`src/rtl/belt_surface_contact_query_assert.svh`:
```
// Assertion macros for the belt surface contact query block
`ifndef BELT_SURFACE_CONTACT_QUERY_ASSERT_SVH
`define BELT_SURFACE_CONTACT_QUERY_ASSERT_SVH

`ifndef SYNTHESIS
`define BSCQ_ASSERT_IMPL(label, clk, rst, ante, cons) \
   label: assert property (@(posedge clk) disable iff (rst) (ante) |-> (cons)) \
      else $error("assertion failed");
`define BSCQ_ASSERT_NEXT(label, clk, rst, ante, cons) \
   label: assert property (@(posedge clk) disable iff (rst) (ante) |=> (cons)) \
      else $error("assertion failed");
`else
`define BSCQ_ASSERT_IMPL(label, clk, rst, ante, cons)
`define BSCQ_ASSERT_NEXT(label, clk, rst, ante, cons)
`endif

`endif

```
`src/rtl/bscq_div.sv`:
```
`default_nettype none
module bscq_div #(
   parameter int NW = 8,
   parameter int DW = 8,
   parameter int TW = 1
) (
   input  wire           clock,
   input  wire           reset,
   input  wire           advance,
   input  wire           in_valid,
   input  wire  [NW-1:0] num_a,
   input  wire  [NW-1:0] num_b,
   input  wire  [DW-1:0] den,
   input  wire  [TW-1:0] tag_in,
   output logic          out_valid,
   output logic [NW-1:0] quo_a,
   output logic [NW-1:0] quo_b,
   output logic [TW-1:0] tag_out
);
   logic          valid_ff [NW+1];
   logic [DW-1:0] rem_a_ff [NW+1];
   logic [DW-1:0] rem_b_ff [NW+1];
   logic [NW-1:0] sh_a_ff  [NW+1];
   logic [NW-1:0] sh_b_ff  [NW+1];
   logic [TW-1:0] tag_ff   [NW+1];
   logic [DW:0]   trial_a  [NW+1];
   logic [DW:0]   trial_b  [NW+1];
   logic          hit_a    [NW+1];
   logic          hit_b    [NW+1];

   always_comb begin
      trial_a[0] = '0;
      trial_b[0] = '0;
      hit_a[0]   = 1'b0;
      hit_b[0]   = 1'b0;
      for (int k = 1; k <= NW; k++) begin
         trial_a[k] = {rem_a_ff[k-1], sh_a_ff[k-1][NW-1]};
         trial_b[k] = {rem_b_ff[k-1], sh_b_ff[k-1][NW-1]};
         hit_a[k]   = trial_a[k] >= {1'b0, den};
         hit_b[k]   = trial_b[k] >= {1'b0, den};
      end
   end

   always_ff @(posedge clock) begin
      if (reset) begin
         for (int k = 0; k <= NW; k++) valid_ff[k] <= 1'b0;
      end else if (advance) begin
         valid_ff[0] <= in_valid;
         for (int k = 1; k <= NW; k++) valid_ff[k] <= valid_ff[k-1];
      end
   end

   always_ff @(posedge clock) begin
      if (advance) begin
         rem_a_ff[0] <= '0;
         rem_b_ff[0] <= '0;
         sh_a_ff[0]  <= num_a;
         sh_b_ff[0]  <= num_b;
         tag_ff[0]   <= tag_in;
         for (int k = 1; k <= NW; k++) begin
            rem_a_ff[k] <= hit_a[k] ? DW'(trial_a[k] - {1'b0, den}) : DW'(trial_a[k]);
            rem_b_ff[k] <= hit_b[k] ? DW'(trial_b[k] - {1'b0, den}) : DW'(trial_b[k]);
            sh_a_ff[k]  <= {sh_a_ff[k-1][NW-2:0], hit_a[k]};
            sh_b_ff[k]  <= {sh_b_ff[k-1][NW-2:0], hit_b[k]};
            tag_ff[k]   <= tag_ff[k-1];
         end
      end
   end

   assign out_valid = valid_ff[NW];
   assign quo_a     = sh_a_ff[NW];
   assign quo_b     = sh_b_ff[NW];
   assign tag_out   = tag_ff[NW];
endmodule
`default_nettype wire

```
`config.mk`:
```
export PLATFORM = sky130hd
export DESIGN_NAME = bscq_div
export DESIGN_NICKNAME = d
export VERILOG_FILES = /design/src/rtl/belt_surface_contact_query_assert.svh /design/src/rtl/bscq_div.sv
export SDC_FILE = /design/constraint.sdc
export NUM_CORES = 1
export LEC_CHECK = 0
export ABC_CLOCK_PERIOD_IN_PS = 7300
export BUFFER_PORTS_ARGS = -buffer_cell sky130_fd_sc_hd__buf_2
export CAP_MARGIN = 5
export CORE_ASPECT_RATIO = 1.25
export CORE_UTILIZATION = 56
export DETAILED_ROUTE_END_ITERATION = 12
export PLACE_DENSITY_LB_ADDON = 0.3
export SYNTH_ARGS = -nofsm -noshare
export SYNTH_HDL_FRONTEND = slang
export SYNTH_SLANG_ARGS = --single-unit
```
`constraint.sdc`:
```
create_clock -name clock -period 7.3 [get_ports clock]
set_input_delay 1.095 -clock clock [delete_from_list [all_inputs] [get_ports clock]]
set_output_delay 1.095 -clock clock [all_outputs]
set_load 0.005 [all_outputs]
```
==> metrics list, run 1 <==
- Status: finished, final reports clean
- Most used flip-flop cell after synthesis: sky130_fd_sc_hd__edfxtp_1
- After Yosys synthesis, XOR and XNOR cells account for 2.33% of the synthesized area.
* Number of antenna violations at the first check in global routing: 0
- Number of hold-slack violations in the final timing report: 0
- Once detail routing completed, the nets flagged for antenna violations numbered 0.
- Cells with a size suffix above 1 make up 14.1% of the layout.
- After detailed routing, the average wire length per cell comes to 16.1 um.
- Vias per std cell: 5.69
- In this run, the clock network consumes 29.9% of the power.
* Final period utilization: 47.7%
- MaxCap Viol Count: 0
- Summed over all cells, the static leakage comes to 6.16 nW.
* Simple logic cell fraction of the synthesized area: 8.58%
- Fraction of the core area covered by cells at the end of the flow: 63.0%
- For the worst-skew pair, the clock arrives at the later sink with an insertion delay of 0.54 ns.
- The final layout contains 1298 nets.
- In this design, the stage delay of the slowest critical-path cell is 0.57 ns.
- Count of clock tree sinks: 274
- In the post-route analysis, the smallest setup slack over all paths is 3.81 ns.
- The signal on the critical path passes through buf_2, inv_1, ha_1, nor2b_1, o21bai_1, a21oi_2, a21boi_4, mux2_4.
* Buffer depth of the longest clock path: 3
* Syn Area/Cell: 13.3 sq um
- Final setup viols: 0
* IO Pins: 47
- ANT cells: 0
- Area share of fa/ha/maj cells after synthesis: 11.8%
- Setup repair after global routing left no endpoint under its margin.
- Post-CTS setup buffer count: 0
* Switching part of the total: 27.8%
* Int Power: 3.46 mW
- Of the synthesized area, sequential elements account for 57.6%.
- TritonCTS built the clock tree.
* Power per cell area: 303 nW/um^2
- The die covers 26200 sq um.
* Clock root buffer master: sky130_fd_sc_hd__clkbuf_16
- Post-cts hold buffer count: 0
- Worst hold path type: flip-flop to flip-flop
- The area growth from synthesis to layout is 10.8%.
- The count of buffers added on input and output ports is 46.
- The final number of max-transition violations came to 0.
- Sequential cells burn 44.4% of the power.
- Global routing consumed, over all layers together, 19.1% of the routing resources.
* CTS-repair resized insts: 0
- The share of total power dissipated in combinational logic is 25.7%.
- Largest fanout of any net on the critical path: 17
* Clock transition at path regs: 0.06 ns
- Post-synthesis cell type count: 67
* Worst hold slack across all endpoints: 0.413 ns
- Slew at the pin closest to its max-slew limit: 0.954 ns
* Placeable core area: 25100 sq um
- Worst supply voltage drop on vdd: 209 uV
- Fmax: 287 MHz
* DR vias: 8513
* Portion of netlist area occupied by mux cells: 3.55%
- The worst setup path is launched from a primary input.
- The worst pin sits at a relative slew slack of 36.3%.
- The Yosys step of the flow raised 0 warnings.
- Once the floorplan was initialized, standard cells occupied 56.8% of the core.
- The largest individual stage delay along the critical path comes from the cell sky130_fd_sc_hd__inv_1.
- Shortest period the worst path allows: 3.49 ns
- The critical path is of the primary input to flip-flop type.
- OpenSTA, run right after detailed placement, puts the worst setup slack at 3.22 ns.
* Data required time of the worst path: 7.59 ns
- Pin count of the biggest net entering global routing: 168
- After routing, the total negative slack on setup checks comes to 0 ns.
- The synthesized netlist occupies a cell area of 14300 sq um.
* Die width: 145 um
- CTS built an H-tree with a depth of 1.
* Number of inserted filler cells in the final layout: 1874
* Worst Path Arrival: 3.77 ns
- At the end of routability-driven placement, the weighted congestion stood at 0.868.
- Net Count, Synth: 1230
- Floorplan die height: 181 um
- In the routed design, unresolved DRC markers number 0.
- Post-route cell area: 15800 sq um
- Switching power summed over all nets: 1.33 mW
- The first global-routing pass estimated 39.5 mm of wire.
* WL final: 24.1 mm
- Once detailed placement completed, the half-perimeter wirelength came to 15.8 mm.
- After the first detailed-routing iteration, the DRC count stood at 463.
* Instance area at placement: 14900 sq um
- Detailed-router iteration count before antenna repair: 5
- On the final layout, the worst clock skew is 0.00808 ns.
* Most used cells in the layout excluding fill and tap cells: 274 x sky130_fd_sc_hd__edfxtp_1, 116 x sky130_fd_sc_hd__ha_1, 69 x sky130_fd_sc_hd__o21ai_0, 65 x sky130_fd_sc_hd__nand2_1, 60 x sky130_fd_sc_hd__inv_1
- Gate count of the mapped netlist: 1073
* Fraction of registers with async set/reset: 0%
* Dominant combinational cell family by area after synthesis: compound AO/OA/AOI/OAI gates
* Grt total ovfl: 0
* Cell Rows: 65
* Vias in the first global route: 8466
- After synthesis the netlist holds a flip-flop and latch count of 274.
- Leading cell type in the layout, fill and taps excluded: sky130_fd_sc_hd__edfxtp_1
- Fraction of the mapped netlist area in compound gates: 13.9%
- The synthesized design contains 274 enable-type register cells.
- The number of clock buffers added by TritonCTS is 28.
- Endpoint type of the worst setup path: flip-flop
[state kept, by name, indices dropped and copies added, names as in the netlist]
name and count:
rem_a_ff 56, tag_ff 9, rem_b_ff 56, sh_b_ff 72, sh_a_ff 72, valid_ff 9
[logic make-up (layout without fill, tap and decap cells)]
group                    count (synthesis)  after routing
AO/OA/AOI/OAI                          280            280
XOR/XNOR                                38             38
adder cells (fa/ha/maj)                128            128
buffers and inverters                   74            161
flip-flops                             274            274
multiplexers                            45             45
AND/OR/NAND/NOR                        234            234
[per-stage QoR]
step / std cells / power (mW)
after floorplan: 1073 / 3.11
after global placement: 1446 / 3.33
after detailed placement: 1446 / 3.39
after CTS: 1495 / 4.84
after global routing: 1495 / 5.06
final: 1495 / 4.80
[power groups by stage]
stage / clock network [mW] / registers, mW / logic [mW]
final: 1.44 / 2.13 / 1.23
after CTS: 1.47 / 2.13 / 1.24
after floorplan: 0 / 2.13 / 0.982
after global placement: 0 / 2.15 / 1.18
after global routing: 1.52 / 2.15 / 1.38
after detailed placement: 0 / 2.16 / 1.22
[final timing paths]
check | from | end | slack (ns) | depth (start not counted)
worst max-delay path | den[1] | rem_b_ff[0][35]$_DFFE_PP_ | 3.81 | 8
worst min-delay path | sh_b_ff[0][11]$_DFFE_PP_ | sh_b_ff[0][20]$_DFFE_PP_ | 0.41 | 0
worst max register to register | rem_a_ff[0][21]$_DFFE_PP_ | rem_a_ff[0][31]$_DFFE_PP_ | 4.97 | 6
worst min register to register | sh_b_ff[0][11]$_DFFE_PP_ | sh_b_ff[0][20]$_DFFE_PP_ | 0.41 | 0
[worst max-delay path, delay by kind of cell]
family | cells | cell delay (ns)
buf+inv | 2 | 1.01
compound gates | 3 | 0.69
fa+ha+maj | 1 | 0.47
mux | 1 | 0.33
simple gates | 1 | 0.14
[metal layers]
layer | wire (um) | track usage, % | vias up
li1 | - | - | 4224
met1 | 9980 | 23.0 | 4123
met2 | 12800 | 34.9 | 131
met3 | 852 | 2.63 | 35
met4 | 534 | 5.89 | 0
met5 | 0 | 0 | -
[synth_stat cells (all sizes together) (5+ instances only)]
| cell type | n | area share, % |
|---|---|---|
| a211oi | 15 | 0.79 |
| a21boi | 8 | 0.58 |
| a21o | 28 | 1.5 |
| a21oi | 62 | 2.4 |
| a221oi | 5 | 0.80 |
| a31o | 6 | 0.37 |
| a31oi | 7 | 0.31 |
| a41oi | 7 | 0.82 |
| and2 | 18 | 0.82 |
| and4 | 6 | 0.39 |
| buf | 6 | 0.39 |
| edfxtp | 274 | 58 |
| fa | 12 | 1.7 |
| ha | 116 | 10 |
| inv | 65 | 1.7 |
| mux2 | 30 | 2.5 |
| mux2i | 15 | 1.1 |
| nand2 | 65 | 1.7 |
| nand2b | 21 | 0.92 |
| nand3 | 16 | 0.56 |
| nand3b | 5 | 0.26 |
| nor2 | 47 | 1.3 |
| nor2b | 17 | 0.80 |
| nor3 | 11 | 0.39 |
| o21a | 21 | 1.1 |
| o21ai | 83 | 3.0 |
| o31a | 6 | 0.37 |
| o31ai | 12 | 0.63 |
| or2 | 5 | 0.22 |
| or4 | 5 | 0.26 |
| xnor2 | 20 | 1.2 |
| xor2 | 18 | 1.1 |
[final cells by class]
class | instances | area [sq um] | area share, %
Sequential cell | 274 | 8230 | 52.0
Multi-Input combinational cell | 725 | 5750 | 36.3
Clock buffer | 32 | 737 | 4.66
Tap cell | 335 | 419 | 2.65
Timing Repair Buffer | 47 | 260 | 1.64
Inverter | 65 | 244 | 1.54
Clock inverter | 17 | 189 | 1.19
No activity file was read; power rests on OpenSTA's default activity.
==> run 2, diff against run 1 <==
--- a/config.mk
+++ b/config.mk
@@ -5,7 +5,7 @@
 export SDC_FILE = /design/constraint.sdc
 export NUM_CORES = 1
 export LEC_CHECK = 0
-export ABC_CLOCK_PERIOD_IN_PS = 7300
+export ABC_CLOCK_PERIOD_IN_PS = 2950
 export BUFFER_PORTS_ARGS = -buffer_cell sky130_fd_sc_hd__buf_2
 export CAP_MARGIN = 5
 export CORE_ASPECT_RATIO = 1.25
==> constraint.sdc (replaced) <==
create_clock -name clock -period 2.95 [get_ports clock]
set_input_delay 0.4425 -clock clock [delete_from_list [all_inputs] [get_ports clock]]
set_output_delay 0.4425 -clock clock [all_outputs]
set_load 0.005 [all_outputs]
==> run 2 against run 1 <==
  * Global-route usage rose by 0.92 points
  * Count of clock-buffer cells in the layout decreased by 3
  * Core utilization rose by 1.4 points
  * Worst setup slack worse by 3.2 ns
  * Routed wire length up 4.0%
  * Cell area is 2.3% higher
  * Final cell count grew 2.3%
==> metrics list, run 2 (same netlist as run 1, synthesis figures left out) <==
* FF-to-FF Start: rem_b_ff[0][29]$_DFFE_PP_
- The slack of the worst reg-to-reg path is 0.63 ns (-4.34 ns).
* Largest fanout of any net on the critical path: 6 (-11)
* Leading cell type in the layout, fill and taps excluded: sky130_fd_sc_hd__edfxtp_1
* Setup TNS: 0 ns (unchanged)
* Worst slew margin: 61.2% (+25 points)
* Endpoint type of the worst setup path: flip-flop
- Setup repair after global routing left no endpoint under its margin.
- Fraction of the core area covered by cells at the end of the flow: 64.4% (+1.4 points)
* Count of placed standard cells in the final layout, fillers left out: 1530 (+2.3%)
- Wire length of the first global-routing pass: 41.3 mm (+4.6%)
- Placer's final routability congestion estimate: 0.853 (-1.7%)
* Worst min-delay path startpoint: num_a[7]
- Detailed-router iteration count before antenna repair: 4 (-1)
* Status: finished, final reports clean
- H-tree depth: 1 (unchanged)
* Number of antenna violations at the first check in global routing: 0 (unchanged)
- DRC violations left: 0 (unchanged)
* Shortest period the worst path allows: 2.32 ns
- MaxCap Viol Count: 0 (unchanged)
- Relative to the synthesized area, the layout overhead comes to 13.3%.
- The largest net degree at the start of global routing was 73 (-57%).
- Placed wire-length estimate after detailed placement: 17.3 mm (+9.6%)
* ANT cells: 0 (unchanged)
- The proportion of layout cells with a drive suffix above 1 was 17.1% (+2.9 points).
- The wire length after detailed routing is 25.1 mm (+4.0%).
- The detailed-route via count is 8800 (+3.4%).
* Worst Path Arrival: 2.59 ns (-1.18 ns)
- Post-route clock skew: 0.0104 ns (+0.00234 ns)
- The vertical die dimension came to 181 um (unchanged).
- Most used cells in the layout excluding fill and tap cells: 274 x sky130_fd_sc_hd__edfxtp_1, 116 x sky130_fd_sc_hd__ha_1, 69 x sky130_fd_sc_hd__o21ai_0, 65 x sky130_fd_sc_hd__nand2_1, 60 x sky130_fd_sc_hd__inv_1
- The final layout net count was 1332 (+2.6%).
- The worst ir drop on vdd is 482 uV (+130%).
* Number of design-rule violations left by the first detailed-router iteration: 508 (+9.7%)
* Pins Over Slew Limit: 0 (unchanged)
* Worst flop-to-flop path endpoint: rem_b_ff[0][34]$_DFFE_PP_
* Total CTS buffers: 27 (-3.6%)
- Data required time of the worst path: 3.23 ns (-4.36 ns)
* Power per cell area: 743 nW/um^2 (+150%)
* IO Pins: 47 (unchanged)
- CTS placed an instance of sky130_fd_sc_hd__clkbuf_16 at the clock tree root.
- The pin slew with the least headroom to its limit came to 0.582 ns (-0.372 ns).
* Clk_lat worst skew: 0.53 ns (about the same)
- The number of hold-repair buffers added at the cts stage is 0 (unchanged).
- Cell Rows: 65 (unchanged)
- Wire per inst: 16.4 um (+1.6%)
- Number of hold-slack violations in the final timing report: 0 (unchanged)
- The clock transition at the registers of the reported paths is 0.06 ns (about the same).
- The aggregate global-route resource usage is 20.0% (+0.92 points).
- Die width: 145 um (unchanged)
* Placeable core area: 25100 sq um (unchanged)
- Number of inserted filler cells in the final layout: 1841 (-1.8%)
- Floorplan die area: 26200 sq um (unchanged)
* Buffer depth of the longest clock path: 3 (unchanged)
- The worst setup path is launched from a flip-flop.
- The initial core utilization was 56.8% (unchanged).
- Final period utilization: 78.5%
- Power after layout: 12.0 mW (+150%)
- CTS-repair resized insts: 0 (unchanged)
* Worst hold slack across all endpoints: 0.0834 ns (-0.330 ns)
- ANT nets after route: 0 (unchanged)
- The leakage power total was 6.35 nW (+3.2%).
* Count of clock tree sinks: 274 (unchanged)
* Worst hold path type: primary input to flip-flop
* Final setup viols: 0 (unchanged)
* Area of the multi-input gates: 5750 sq um (unchanged)
* Cell count of the worst reg-to-reg path: 6 (unchanged)
* Hold path cells: 1 (+1)
* Count of buffers inserted at the top-level ports: 46 (unchanged)
- The number of global-route vias before repair was 8844 (+4.5%).
* Grt total ovfl: 0 (unchanged)
- Largest regs: sh_a_ff (72), sh_b_ff (72)
* Post-CTS setup buffer count: 0 (unchanged)
* CTS tree: done
* Storage cell area: 8230 sq um (unchanged)
- Fmax: 432 MHz
* Critical path type: flip-flop to flip-flop
- The via count normalized by instance count was 5.75 (+1.0%).
- The worst hold path terminates at sh_a_ff[0][7]$_DFFE_PP_.
- Placed instance count: 1481 (+2.4%)
run 2: critical path: stages, from the launching register on:
cell	delay [ns]
sky130_fd_sc_hd__edfxtp_1	0.41
sky130_fd_sc_hd__ha_1	0.39
sky130_fd_sc_hd__a21oi_2	0.22
sky130_fd_sc_hd__o21ai_1	0.11
sky130_fd_sc_hd__a21boi_1	0.24
sky130_fd_sc_hd__a21boi_4	0.35
sky130_fd_sc_hd__mux2_4	0.33
run 2: worst max path at each step:
stage                                         start                        end  slack, ns  cells after the start
after floorplan                              den[6]  rem_b_ff[0][34]$_DFFE_PP_       0.51                      7
after global placement                       den[6]  rem_b_ff[0][36]$_DFFE_PP_       0.37                      9
after detailed placement                     den[6]  rem_b_ff[0][34]$_DFFE_PP_       0.23                      9
after CTS                 rem_b_ff[0][29]$_DFFE_PP_  rem_b_ff[0][34]$_DFFE_PP_       0.67                      6
after global routing      rem_b_ff[0][29]$_DFFE_PP_  rem_b_ff[0][38]$_DFFE_PP_       0.58                      6
final                     rem_b_ff[0][29]$_DFFE_PP_  rem_b_ff[0][34]$_DFFE_PP_       0.63                      6
run 2: power by group:
group | switching, mW | internal [mW]
Sequential | 0.218 | 5.05
Combinational | 1.71 | 1.49
Clock | 1.43 | 2.12
Total | 3.36 | 8.66
run 2: metal layers:
metal	vias to the layer above	share of wire, %	routed length [um]	track usage [%]
met5	-	0	0	0
met1	4272	41	10400	23.8
met2	161	52	13000	36.3
met3	61	3.5	881	2.76
li1	4306	-	-	-
met4	0	3.4	850	7.49
run 2: layout make-up:
class | count | area share, %
Clock buffer | 29 | 4.22
Clock inverter | 20 | 1.54
Inverter | 65 | 1.51
Multi-Input combinational cell | 725 | 35.5
Sequential cell | 274 | 50.9
Tap cell | 335 | 2.59
Timing Repair Buffer | 82 | 3.77
run 2: stage by stage:
step / setup slack [ns] / cell area, sq um
finish: 0.635 / 16200
detailed placement: 0.231 / 15200
floorplan: 0.510 / 14300
global route: 0.583 / 16200
CTS: 0.671 / 16200
global placement: 0.371 / 15200
==> run 3, diff against run 2 <==
--- a/config.mk
+++ b/config.mk
@@ -5,7 +5,8 @@
 export SDC_FILE = /design/constraint.sdc
 export NUM_CORES = 1
 export LEC_CHECK = 0
-export ABC_CLOCK_PERIOD_IN_PS = 2950
+export ABC_AREA = 1
+export ABC_CLOCK_PERIOD_IN_PS = 2000
 export BUFFER_PORTS_ARGS = -buffer_cell sky130_fd_sc_hd__buf_2
 export CAP_MARGIN = 5
 export CORE_ASPECT_RATIO = 1.25
==> constraint.sdc (replaced) <==
create_clock -name clock -period 2 [get_ports clock]
set_input_delay 0.3 -clock clock [delete_from_list [all_inputs] [get_ports clock]]
set_output_delay 0.3 -clock clock [all_outputs]
set_load 0.005 [all_outputs]
==> run 3 against run 2 <==
  * Largest power group unchanged
  * Highest routed layer unchanged
  * Clock power is 53% higher
  * Clock skew is 0.0043 ns higher
  * Critical endpoint is now rem_a_ff[0][36]$_DFFE_PP_
  * Sequential cell count stayed put
  * Sequential share of layout area is 7.1 points lower
==> metrics list, run 3 <==
* Top cells by area, synth: sky130_fd_sc_hd__edfxtp_1 53%, sky130_fd_sc_hd__nand2_1 13%, sky130_fd_sc_hd__ha_1 9.4%
- The critical path in this run is classified as flip-flop to flip-flop.
- Shortest period the worst path allows: 1.92 ns (-0.398 ns)
* Unrepaired setup endpoints after global routing: yes
- DRC violations left: 0 (unchanged)
- Pins Over Slew Limit: 0 (unchanged)
- The required time reported for the critical path endpoint was 2.30 ns (-0.93 ns).
- The weighted congestion at the end of routability-driven global placement came to 0.947 (+11%).
* Count of warnings emitted by yosys: 0 (unchanged)
* Status: finished, final reports clean
* Growth of design area from synthesis to finish: 21.2%
- Final #Nets: 2061 (+55%)
- Gate count of the mapped netlist: 1640 (+53%)
- The wire length after detailed routing was 32.8 mm (+31%).
* MaxCap Viol Count: 0 (unchanged)
- The pin slew with the least headroom to its limit came to 0.420 ns (-0.163 ns).
* Simple logic cell fraction of the synthesized area: 25.3% (+17 points)
- The total of endpoints with negative setup slack in the final report came to 0 (unchanged).
- Vias in the first global route: 11700 (+33%)
- The worst setup path is launched from a flip-flop.
* Portion of the post-synthesis area used by sequential elements: 53.0% (-4.6 points)
- Int Power: 13.4 mW (+55%)
* Hold path cells: 3 (+2)
* Count of placed standard cells in the final layout, fillers left out: 2270 (+48%)
- The switching power share of the total was 31.6% (+3.7 points).
* Post-Synth XOR/XNOR Area: 2.09% (-0.24 points)
- Placeable core area: 27000 sq um (+7.4%)
- IO Pins: 47 (unchanged)
- The clock transition at the registers of the reported paths is 0.06 ns (about the same).
- The highest clock frequency the design can meet came to 521 MHz (+21%).
* Syn Area/Cell: 9.46 sq um (-29%)
* Wire length of the first global-routing pass: 54.0 mm (+31%)
* Share of power burned in registers: 40.1% (-3.7 points)
- DR vias: 11700 (+33%)
- Area share of the leading cell type in the synthesized netlist: 53.0% (-4.6 points)
* Clk pwr share: 27.7% (-1.9 points)
- Worst Path Arrival: 2.22 ns (-0.37 ns)
- Fraction of the mapped netlist area in compound gates: 2.35% (-12 points)
* Most used flip-flop cell after synthesis: sky130_fd_sc_hd__edfxtp_1
- The fraction of synthesis flops using an asynchronous set or reset pin is 0% (unchanged).
* Worst hold path type: primary input to flip-flop
* Worst slew margin: 72.0% (+11 points)
* Count of flip-flops with a built-in enable after synthesis: 274 (unchanged)
- The total of buffers placed on input and output ports came to 46 (unchanged).
- Worst supply voltage drop on vdd: 855 uV (+77%)
- Floorplan die height: 188 um (+4.2%)
- The clock latency on the worst-skew pair is 0.56 ns (+0.03 ns).
- The initial antenna violation count is 0 (unchanged).
* Dominant combinational cell family by area after synthesis: simple AND/OR/NAND/NOR gates
* Largest area contributor in the synthesized netlist: sky130_fd_sc_hd__edfxtp_1
- Pin count of the biggest net entering global routing: 72 (-1.4%)
* ANT cells: 0 (unchanged)
- The post-detailed-route wirelength per cell came to 14.5 um (-12%).
- Die width: 151 um (+4.2%)
* Post-route cell area: 18800 sq um (+16%)
- TritonCTS built the clock tree.
- Post-synthesis cell type count: 31 (-54%)
* Detailed-router iteration count before antenna repair: 7 (+3)
* Fraction of the core area covered by cells at the end of the flow: 69.7% (+5.3 points)
* Mapped Area: 15500 sq um (+8.6%)
- The library cells used most frequently in the layout, excluding fill and tap cells, are 537 x sky130_fd_sc_hd__nand2_1, 274 x sky130_fd_sc_hd__edfxtp_1, 224 x sky130_fd_sc_hd__inv_1, 176 x sky130_fd_sc_hd__nand3_1, 171 x sky130_fd_sc_hd__buf_4.
- Vias per std cell: 5.15 (-10%)
- Leading cell types by count after synthesis: 537 x sky130_fd_sc_hd__nand2_1, 274 x sky130_fd_sc_hd__edfxtp_1, 224 x sky130_fd_sc_hd__inv_1
* Number of design-rule violations left by the first detailed-router iteration: 516 (+1.6%)
- The number of inserted filler cells in the final layout was 2091 (+14%).
- The cell count after placement is 2200 (+49%).
- Total CTS buffers: 28 (+3.7%)
- The net count of the mapped netlist was 1797 (+46%).
* Switching power summed over all nets: 6.21 mW (+85%)
- The CTS H-tree depth came to 1 (unchanged).
- Clock root buffer master: sky130_fd_sc_hd__clkbuf_16
* Global-route total usage across every layer: 24.3% (+4.3 points)
- By instance count, the leading cell after synthesis is sky130_fd_sc_hd__nand2_1.
- The maximum count of clock buffers along a single path is 3 (unchanged).
- Layout cells sized above 1: 17.2% (+0.12 points)
* Setup TNS: 0 ns (unchanged)
- The initial core utilization was 57.5% (+0.65 points).
- Number of hold-slack violations in the final timing report: 0 (unchanged)
- The worst clock skew on the final layout was 0.0147 ns (+0.00433 ns).
- Grt total ovfl: 0 (unchanged)
* Leading cell type in the layout, fill and taps excluded: sky130_fd_sc_hd__nand2_1
- The logic depth of the worst register-to-register path is 10 (+4).
- Largest regs: sh_a_ff (72), sh_b_ff (72)
- Cell Rows: 67 (+3.1%)
* Largest fanout of any net on the critical path: 5 (-1)
- Count of clock tree sinks: 274 (unchanged)
- The areal power density over the cells is 1040 nW/um^2 (+40%).
- ANT nets after route: 0 (unchanged)
- Final period utilization: 95.9% (+17 points)
* Leak pwr: 9.03 nW (+42%)
- Floorplan die area: 28400 sq um (+8.5%)
- The area share of fa/ha/maj cells after synthesis was 10.9% (-0.94 points).
- Portion of netlist area occupied by mux cells: 0% (-3.5 points)
- The total of flip-flops plus latches after synthesis is 274 (unchanged).
* Portion of total power attributed to combinational logic: 32.2% (+5.6 points)
* Instance area at placement: 17600 sq um (+15%)
* Placed wire-length estimate after detailed placement: 24.3 mm (+40%)
* Endpoint type of the worst setup path: flip-flop
run 3: changes by cell type after synthesis, moves of 16 or more:
cell,delta
sky130_fd_sc_hd__a21o_1,-28
sky130_fd_sc_hd__inv_1,+164
sky130_fd_sc_hd__mux2_2,-25
sky130_fd_sc_hd__nand2_1,+472
sky130_fd_sc_hd__nand2b_1,-21
sky130_fd_sc_hd__nand3_1,+160
sky130_fd_sc_hd__nand4_1,+26
sky130_fd_sc_hd__nor2_1,+38
sky130_fd_sc_hd__nor2b_1,-16
sky130_fd_sc_hd__o21a_1,-21
sky130_fd_sc_hd__o21ai_0,-65
run 3: path summary, 6_finish.rpt:
path                                           startpoint                      endpoint  slack (ns)
worst max-delay path            rem_a_ff[0][27]$_DFFE_PP_     rem_a_ff[0][36]$_DFFE_PP_        0.08
worst min-delay path                             in_valid  valid_ff[0][0]$_SDFFCE_PN0P_        0.06
worst max register to register  rem_a_ff[0][27]$_DFFE_PP_     rem_a_ff[0][36]$_DFFE_PP_        0.08
worst min register to register   sh_b_ff[0][21]$_DFFE_PP_      sh_b_ff[0][30]$_DFFE_PP_        0.41
run 3: power by group through the flow:
stage	clock [mW]	combinational [mW]	sequential (mW)
after CTS	5.56	6.27	7.86
after detailed placement	0	6.21	7.98
after global routing	5.74	7.20	7.94
after floorplan	0	4.14	7.80
after global placement	0	6.05	7.96
final	5.44	6.31	7.87
run 3: per-layer routing:
metal / GRT usage [%] / share of wire (%)
met5: 0 / 0
met2: 45.3 / 53
met1: 26.6 / 38
met3: 2.97 / 3.6
met4: 12.2 / 4.7
run 3: area by class of cell:
cell class                      instances  area [sq um]  area share (%)
Clock inverter                         20           239            1.27
Tap cell                              345           432            2.30
Multi-Input combinational cell       1127          6370            33.9
Inverter                              226           848            4.51
Sequential cell                       274          8230            43.8
Timing Repair Buffer                  247          1950            10.4
Clock buffer                           31           733            3.90
run 3: worst max-delay path: stages, from the launching register on:
cell and delay, ns:
sky130_fd_sc_hd__edfxtp_1 0.43, sky130_fd_sc_hd__ha_1 0.34, sky130_fd_sc_hd__buf_4 0.12, sky130_fd_sc_hd__nand2_1 0.07, sky130_fd_sc_hd__nor2_1 0.12, sky130_fd_sc_hd__nand2_1 0.06, sky130_fd_sc_hd__nor2_1 0.14, sky130_fd_sc_hd__nor2_2 0.08
sky130_fd_sc_hd__buf_4 0.16, sky130_fd_sc_hd__nand3_1 0.09, sky130_fd_sc_hd__nand2_1 0.06
run 3: logic make-up after synthesis:
logic type | Yosys count
buf+inv | 239
fa+ha+maj | 128
xor+xnor | 37
flops | 274
compound gates | 68
simple gates | 894
run 3: what timing repair did:
action / 4_1_cts / 5_1_grt
buffers inserted: 0 / 2
hold buffers: 17 / 0
resized for setup: 0 / 11
hold endpoints to repair: 17 / 0
setup endpoints to repair: 0 / 33
run 3: stage by stage:
step           total power, mW  hold slack, ns  worst slack (ns)
5_1_grt                   20.9          0.0614           -0.0136
6_report                  19.6          0.0620            0.0823
3_5_place_dp              14.2           0.405            -0.148
4_1_cts                   19.7          0.0447            0.0553
3_3_place_gp              14.0           0.400            -0.116
2_1_floorplan             11.9           0.399            0.0402
